File: src/hw/rtl/tcwc_pkg.sv
`timescale 1ns / 1ps
`default_nettype none

package tcwc_pkg;

  // Datapath widths
  localparam int unsigned DATA_W = 32;
  localparam int unsigned SMSS_W = 16;
  localparam int unsigned CNT_W  = $clog2(DATA_W);

  // Start window segment size thresholds, reset segment size and window ceiling, in bytes
  localparam logic [SMSS_W-1:0] SMSS_LARGE  = SMSS_W'(2190);
  localparam logic [SMSS_W-1:0] SMSS_MEDIUM = SMSS_W'(1095);
  localparam logic [SMSS_W-1:0] SMSS_RESET  = SMSS_W'(1460);
  localparam logic [DATA_W-1:0] WINDOW_MAX  = '1;

  // Event codes
  typedef enum logic [1:0] {
    OP_START   = 2'd0,
    OP_ACK     = 2'd1,
    OP_CONGEST = 2'd2,
    OP_RSVD    = 2'd3
  } op_e;

  // Sequencer states
  typedef enum logic [4:0] {
    ST_IDLE   = 5'b00001,
    ST_OUTST  = 5'b00010,
    ST_FLIGHT = 5'b00100,
    ST_DIV    = 5'b01000,
    ST_DONE   = 5'b10000
  } state_e;

endpackage

`default_nettype wire

File: src/hw/rtl/tcwc_div.sv
`timescale 1ns / 1ps
`default_nettype none

module tcwc_div import tcwc_pkg::*; (
  input  wire logic              clk_i,
  input  wire logic              rst_ni,
  input  wire logic              start_i,
  input  wire logic [DATA_W-1:0] dividend_i,
  input  wire logic [DATA_W-1:0] divisor_i,
  output logic                   done_o,
  output logic [DATA_W-1:0]      quotient_o
);

  logic              busy_q, busy_d;
  logic              done_q, done_d;
  logic [CNT_W-1:0]  cnt_q, cnt_d;
  logic [DATA_W-1:0] rem_q, rem_d;
  logic [DATA_W-1:0] quo_q, quo_d;
  logic [DATA_W-1:0] dsr_q, dsr_d;
  logic [DATA_W:0]   trial;
  logic [DATA_W:0]   diff;
  logic              fits;

  // One restoring step: shift in the next dividend bit, try the subtract
  always_comb begin
    trial = {rem_q, quo_q[DATA_W-1]};
    diff  = trial - {1'b0, dsr_q};
    fits  = (trial >= {1'b0, dsr_q});
  end

  // Sequence the steps, one quotient bit per cycle
  always_comb begin
    busy_d = busy_q;
    done_d = 1'b0;
    cnt_d  = cnt_q;
    rem_d  = rem_q;
    quo_d  = quo_q;
    dsr_d  = dsr_q;
    if (start_i) begin
      busy_d = 1'b1;
      cnt_d  = '0;
      rem_d  = '0;
      quo_d  = dividend_i;
      dsr_d  = divisor_i;
    end else if (busy_q) begin
      rem_d = fits ? diff[DATA_W-1:0] : trial[DATA_W-1:0];
      quo_d = {quo_q[DATA_W-2:0], fits};
      cnt_d = cnt_q + CNT_W'(1);
      if (cnt_q == CNT_W'(DATA_W - 1)) begin
        busy_d = 1'b0;
        done_d = 1'b1;
      end
    end
  end

  always_ff @(posedge clk_i or negedge rst_ni) begin
    if (!rst_ni) begin
      busy_q <= 1'b0;
      done_q <= 1'b0;
      cnt_q  <= '0;
    end else begin
      busy_q <= busy_d;
      done_q <= done_d;
      cnt_q  <= cnt_d;
    end
  end

  always_ff @(posedge clk_i) begin
    rem_q <= rem_d;
    quo_q <= quo_d;
    dsr_q <= dsr_d;
  end

  assign done_o     = done_q;
  assign quotient_o = quo_q;

endmodule

`default_nettype wire

File: src/hw/rtl/tcp_congestion_window_control_core.sv
`timescale 1ns / 1ps
`default_nettype none

// Channel | Direction | Handshake               | Payload
// in      | sink      | in_valid_i / in_stall_o  | opcode, ack_seq, max_sent_seq, established,
//         |           |                          | fin_sent, sacked_bytes
// out     | source    | out_valid_o / out_stall_i| window, threshold, flight_size, avoidance_mode
// cfg     | sink      | cfg_valid_i / cfg_ready_o| max_segment_size
//
// An event passes the OUTST, FLIGHT and DONE states; its result is loaded into the output
// register on leaving DONE, once that register is empty or its beat is taken. An ack in
// congestion avoidance also passes DIV, where the radix-2 divider works out smss*smss/window.
// One event is in work at a time; in_stall_o is high until its result is loaded into
// the output register, which then waits for the sink while the next event is taken.
// Reset clears window, threshold and last acked sequence and sets the segment size to 1460.
module tcp_congestion_window_control_core import tcwc_pkg::*; (
  input  wire logic              clk_i,
  input  wire logic              rst_ni,
  // configuration
  input  wire logic              cfg_valid_i,
  output logic                   cfg_ready_o,
  input  wire logic [SMSS_W-1:0] cfg_data_i,
  // events
  input  wire logic              in_valid_i,
  output logic                   in_stall_o,
  input  wire logic [1:0]        opcode_i,
  input  wire logic [DATA_W-1:0] ack_seq_i,
  input  wire logic [DATA_W-1:0] max_sent_seq_i,
  input  wire logic              established_i,
  input  wire logic              fin_sent_i,
  input  wire logic [DATA_W-1:0] sacked_bytes_i,
  // results
  output logic                   out_valid_o,
  input  wire logic              out_stall_i,
  output logic [DATA_W-1:0]      window_o,
  output logic [DATA_W-1:0]      threshold_o,
  output logic [DATA_W-1:0]      flight_size_o,
  output logic                   avoidance_mode_o
);

  state_e            state_q, state_d;
  logic [SMSS_W-1:0] smss_q;
  logic [DATA_W-1:0] window_q, window_d;
  logic [DATA_W-1:0] thresh_q, thresh_d;
  logic [DATA_W-1:0] last_acked_q, last_acked_d;
  logic              out_valid_q, out_valid_d;

  // captured event
  op_e               op_q;
  logic [DATA_W-1:0] ack_q;
  logic [DATA_W-1:0] sent_q;
  logic              est_q;
  logic              fin_q;
  logic [DATA_W-1:0] sacked_q;

  logic [DATA_W-1:0] outst_q;
  logic [DATA_W-1:0] flight_q;
  logic [DATA_W-1:0] prod_q;

  logic [DATA_W-1:0] win_out_q;
  logic [DATA_W-1:0] thr_out_q;
  logic [DATA_W-1:0] flt_out_q;
  logic              avoid_out_q;

  logic              in_accept;
  logic              commit;
  logic              div_start;
  logic              div_done;
  logic [DATA_W-1:0] div_quo;

  logic [DATA_W-1:0] newly;
  logic [DATA_W-1:0] inc;
  logic [DATA_W:0]   sum;
  logic [DATA_W-1:0] start_win;
  logic [DATA_W-1:0] half;
  logic [DATA_W-1:0] floor2;
  logic [DATA_W-1:0] smss_ext;

  assign in_accept = in_valid_i && !in_stall_o;
  assign commit    = (state_q == ST_DONE) && (!out_valid_q || !out_stall_i);
  assign div_start = (state_q == ST_FLIGHT) && (op_q == OP_ACK) && (window_q > thresh_q);

  // Divider for the avoidance increment
  tcwc_div u_div (
    .clk_i      (clk_i),
    .rst_ni     (rst_ni),
    .start_i    (div_start),
    .dividend_i (prod_q),
    .divisor_i  (window_q),
    .done_o     (div_done),
    .quotient_o (div_quo)
  );

  // Sequencer
  always_comb begin
    state_d = state_q;
    unique case (state_q)
      ST_IDLE:   if (in_valid_i) state_d = ST_OUTST;
      ST_OUTST:  state_d = ST_FLIGHT;
      ST_FLIGHT: state_d = div_start ? ST_DIV : ST_DONE;
      ST_DIV:    if (div_done) state_d = ST_DONE;
      ST_DONE:   if (commit) state_d = ST_IDLE;
      default:   state_d = ST_IDLE;
    endcase
  end

  // Window update for the event
  always_comb begin
    smss_ext = DATA_W'(smss_q);
    newly    = ack_q - last_acked_q;
    if (window_q > thresh_q) begin
      inc = (div_quo == '0) ? DATA_W'(1) : div_quo;
    end else begin
      inc = (newly < smss_ext) ? newly : smss_ext;
    end
    sum = {1'b0, window_q} + {1'b0, inc};

    if (smss_q > SMSS_LARGE) begin
      start_win = DATA_W'({smss_q, 1'b0});
    end else if (smss_q > SMSS_MEDIUM) begin
      start_win = DATA_W'({smss_q, 1'b0}) + smss_ext;
    end else begin
      start_win = DATA_W'({smss_q, 2'b00});
    end

    half   = flight_q >> 1;
    floor2 = DATA_W'({smss_q, 1'b0});

    window_d     = window_q;
    thresh_d     = thresh_q;
    last_acked_d = last_acked_q;
    if (commit) begin
      unique case (op_q)
        OP_START: begin
          window_d     = start_win;
          thresh_d     = start_win;
          last_acked_d = ack_q;
        end
        OP_ACK: begin
          window_d     = sum[DATA_W] ? WINDOW_MAX : sum[DATA_W-1:0];
          last_acked_d = ack_q;
        end
        OP_CONGEST: begin
          thresh_d = (half > floor2) ? half : floor2;
        end
        OP_RSVD: begin
          window_d = window_q;
        end
        default: begin
          window_d = window_q;
        end
      endcase
    end
  end

  // Output beat handshake
  always_comb begin
    out_valid_d = out_valid_q;
    if (out_valid_q && !out_stall_i) out_valid_d = 1'b0;
    if (commit) out_valid_d = 1'b1;
  end

  // Control state
  always_ff @(posedge clk_i or negedge rst_ni) begin
    if (!rst_ni) begin
      state_q      <= ST_IDLE;
      smss_q       <= SMSS_RESET;
      window_q     <= '0;
      thresh_q     <= '0;
      last_acked_q <= '0;
      out_valid_q  <= 1'b0;
    end else begin
      state_q      <= state_d;
      window_q     <= window_d;
      thresh_q     <= thresh_d;
      last_acked_q <= last_acked_d;
      out_valid_q  <= out_valid_d;
      if (cfg_valid_i) smss_q <= cfg_data_i;
    end
  end

  // Payload: capture beat, flight size, product, result
  always_ff @(posedge clk_i) begin
    if (in_accept) begin
      op_q     <= op_e'(opcode_i);
      ack_q    <= ack_seq_i;
      sent_q   <= max_sent_seq_i;
      est_q    <= established_i;
      fin_q    <= fin_sent_i;
      sacked_q <= sacked_bytes_i;
    end
    if (state_q == ST_OUTST) begin
      outst_q <= sent_q - ack_q + DATA_W'(!est_q) + DATA_W'(fin_q);
      prod_q  <= DATA_W'(smss_q) * DATA_W'(smss_q);
    end
    if (state_q == ST_FLIGHT) begin
      flight_q <= (sacked_q <= outst_q) ? (outst_q - sacked_q) : '0;
    end
    if (commit) begin
      win_out_q   <= window_d;
      thr_out_q   <= thresh_d;
      flt_out_q   <= flight_q;
      avoid_out_q <= (window_d > thresh_d);
    end
  end

  assign cfg_ready_o      = 1'b1;
  assign in_stall_o       = (state_q != ST_IDLE);
  assign out_valid_o      = out_valid_q;
  assign window_o         = win_out_q;
  assign threshold_o      = thr_out_q;
  assign flight_size_o    = flt_out_q;
  assign avoidance_mode_o = avoid_out_q;

endmodule

`default_nettype wire

File: config.mk
export PLATFORM = sky130hd
export DESIGN_NAME = tcp_congestion_window_control_core
export DESIGN_NICKNAME = d
export VERILOG_FILES = /design/src/hw/rtl/tcwc_pkg.sv /design/src/hw/rtl/tcwc_div.sv /design/src/hw/rtl/tcp_congestion_window_control_core.sv
export SDC_FILE = /design/constraint.sdc
export NUM_CORES = 2
export LEC_CHECK = 0
export ABC_CLOCK_PERIOD_IN_PS = 7700
export BUFFER_PORTS_ARGS = -buffer_cell sky130_fd_sc_hd__buf_4
export CAP_MARGIN = 25
export CORE_UTILIZATION = 45
export DETAILED_ROUTE_END_ITERATION = 8
export SYNTH_ARGS = -nofsm -noshare
export SYNTH_HDL_FRONTEND = slang
export SYNTH_HIERARCHICAL = 1
export SYNTH_SLANG_ARGS = --single-unit
File: constraint.sdc
create_clock -name clk_i -period 7.7 [get_ports clk_i]
set_input_delay 1.155 -clock clk_i [delete_from_list [all_inputs] [get_ports clk_i]]
set_output_delay 1.155 -clock clk_i [all_outputs]
set_load 0.01 [all_outputs]
==> results.md <==
* Commonest non-fill, non-tap cell in the layout: buf_4
* Boundary pin count at 221
* M3 GR Usage at 3.09%
* GP Congestion at 0.970
* Worst reg-to-reg path cell count at 42
* Hold Path Origin: flight_q[0]$_SDFFCE_PN0P_
* Vias per cell at 5.48
* Commonest cells after routing, fill and taps aside: buf_4 (596), inv_1 (424), ha_1 (417)
* IO Port Bufs at 219
* Row count at 106
* Die area at 0.0859 mm²
* PwrDens at 479 mW/mm²
* CTS Buffer Depth at 3
* Initial Utilization at 45.6%
* Crit end category: register
* Primary FF master, synth: edfxtp_1
* TritonCTS clock tree: done
* GR Layer Usage met2 at 44.2%
* Yosys reg bits at 513
* Final hold vios at 0
* Ratio of cells with drive above 1 in the final layout at 18.9%
* Worst reg2reg endpoint: avoidance_mode_o$_DFFE_PP_
* Crit-path slowest cell: or4_4
* Setup Crit Path Kind: register to register
* Hold Crit Depth at 0
* Max-slew violations at 0
* EDFF count, synth at 356
* Setup violators final at 1
* Drt first pass iters at 6
* Routed wire length at 116 mm
* Layout Nets at 5014
* Fin area at 0.0457 mm²
* CP most frequent cell: o21a_1
* GRT Util Overall at 27.0%
* Slowest stage delay, CP at 530 ps
* Clk_skew at 22.7 ps
* P&R area growth vs syn at 19.8%
* Ys Warns at 6
* Residual DRC at 0
* Crit share post-route at 115%
* GR peak layer: met2
* Worst reg-to-reg setup slack at -1170 ps
* Maximum clock rate at 0.113 GHz
* Mapped Cells at 3771
* Seq/Total Area, Yosys at 37.9%
* TritonCTS Sinks at 513
* Rel. slew slack at 30.1%
* Core Region at 0.0837 mm²
* Final setup margin at -1170 ps
* Violated checks: setup timing
* Crit path arrival time at 9240 ps
* Initial antenna violation count at 6
* Mapped Area at 0.0381 mm²
* H-tree Lvls at 2
* First-iteration detailed-routing DRC count at 2288
* Vias at 30033
* Max Cap Viol at 0
* Worst Max-Slew Pin Slew at 1050 ps
* Syn_nets at 4484
* Cell Area, Placed at 0.0435 mm²
* WL per Instance at 21.1 µm
* Die Wd at 293 µm
* TritonCTS buffer count at 55
* Finished Layout Cells at 5485
* Die span in y at 293 µm
* Latest clock arrival within the worst-skew pair at 640 ps
* Largest net degree at the start of global routing at 77
* Vias in the first global route at 29975
* Worst hold margin at 430 ps
* RR Startpoint: last_acked_q[0]$_DFFE_PN0P_
* DP Wirelength at 92.2 mm
* First-pass GRT wire length at 177 mm
* CP max FO at 16
* Worst-path clk slew at 60 ps
* Hold Path Sink: flight_size_o[0]$_DFFE_PP_
* Grt total ovfl at 0
* Leakage power total at 0.0212 µW
* CP startpoint kind: register
* Clock tree root driver cell: clkbuf_16
* Met1 GRT Util at 36.8%
* Ys async rst share at 24.4%
* Syn Area/Cell at 10.1 µm²
* Cell count after placement at 5360
* Required @ worst endpoint at 8070 ps
* Yosys cell types at 89
* Worst hold path class: register to register
* ANT nets after route at 0
* VDD IR max at 0.396 mV
* RSZ-0062 raised after global routing: yes
* Status: finished with violations
* Post-layout minimum cycle time at 8870 ps
==> metrics by stage <==
stage / setup TNS (ps) / setup slack [ps] / power [µW] / utilization, %
after floorplan: -625 / -625 / 14000 / -
after global placement: -1100 / -1100 / 18800 / 52.0
after detailed placement: -1390 / -1310 / 18800 / 52.0
after CTS: -1140 / -1140 / 21700 / 54.3
after global routing: -4260 / -1570 / 23600 / 54.6
final: -1170 / -1170 / 21900 / 54.6
==> synth_stat cells (53+ instances only) <==
| master | number | area (µm²) |
|---|---|---|
| inv_1 | 427 | 1600 |
| ha_1 | 420 | 5260 |
| edfxtp_1 | 356 | 10700 |
| nand2_1 | 314 | 1180 |
| nor2_1 | 262 | 983 |
| o21ai_0 | 203 | 1020 |
| a21oi_1 | 183 | 916 |
| fa_1 | 172 | 3440 |
| a21o_1 | 123 | 923 |
| dfrtp_1 | 118 | 2950 |
| xnor2_1 | 109 | 955 |
| clkbuf_1 | 104 | 390 |
| nand4_1 | 61 | 382 |
| nand3_1 | 60 | 300 |
| xor2_1 | 56 | 490 |
| a211oi_1 | 55 | 413 |
| o211ai_1 | 53 | 398 |
==> worst max-delay path, delay by kind of cell (launching register included) <==
family                   cells  cell delay (ps)
AO/OA/AOI/OAI               22             4080
AND/OR/NAND/NOR             12             2190
adder cells (fa/ha/maj)      5             1350
flip-flops                   1              410
buffers and inverters        2              320
XOR/XNOR                     1              270
==> power by group <==
part           switching [µW]  leakage, µW  internal (µW)
registers                 474      0.00515           4080
clock network            1170     0.000914           1610
logic                    8150       0.0151           6410
==> state kept, by name, summed over array words and instances, names as in the netlist, 31 cells and up <==
register	cells
thresh_q	32
u_div/rem_q	32
u_div/quotient_o	32
last_acked_q	32
flight_q	32
u_div/dsr_q	32
flight_size_o	32
window_o	32
threshold_o	32
sent_q	32
window_q	32
outst_q	32
ack_q	32
prod_q	31
sacked_q	32
==> how the worst max path moves through the flow <==
| stage | start | to | slack [ps] |
|---|---|---|---|
| after floorplan | ack_q[0]$_DFFE_PP_ | avoidance_mode_o$_DFFE_PP_ | -630 |
| after global placement | ack_q[0]$_DFFE_PP_ | avoidance_mode_o$_DFFE_PP_ | -1100 |
| after detailed placement | ack_q[0]$_DFFE_PP_ | avoidance_mode_o$_DFFE_PP_ | -1310 |
| after CTS | ack_q[0]$_DFFE_PP_ | avoidance_mode_o$_DFFE_PP_ | -1140 |
| after global routing | ack_q[0]$_DFFE_PP_ | avoidance_mode_o$_DFFE_PP_ | -1570 |
| final | last_acked_q[0]$_DFFE_PN0P_ | avoidance_mode_o$_DFFE_PP_ | -1170 |
==> kinds of logic after synthesis <==
group,after synthesis,share of synthesized area (%)
AND/OR/NAND/NOR,955,11.7
AO/OA/AOI/OAI,892,15.6
adder cells (fa/ha/maj),592,22.8
buffers and inverters,562,5.63
flip-flops,513,37.9
XOR/XNOR,165,3.79
multiplexers,90,2.51
other,2,0.0197
==> layer usage <==
metal	vias to the layer above	share of wire, %
met4	2	3.9
met1	14454	44
met5	-	0.011
met3	212	5.3
met2	879	47
li1	14486	-
==> layout make-up <==
class,instances,area (µm²)
Timing Repair Buffer,602,4550
Tap cell,1134,1420
Clock inverter,25,373
Antenna cell,5,12.5
Sequential cell,513,14500
Inverter,433,1630
Multi-Input combinational cell,2696,21700
Fill cell,7507,38000
Clock buffer,77,1530
==> timing repair <==
action	4_1_cts	5_1_grt
endpoints found under the hold margin	0	0
setup buffers	2	15
hold buffers	0	0
setup endpoints to repair	6	59
gates cloned	0	0
pin swaps	5	35
gates resized for setup	11	37
No activity file was read; power rests on OpenSTA's default activity.
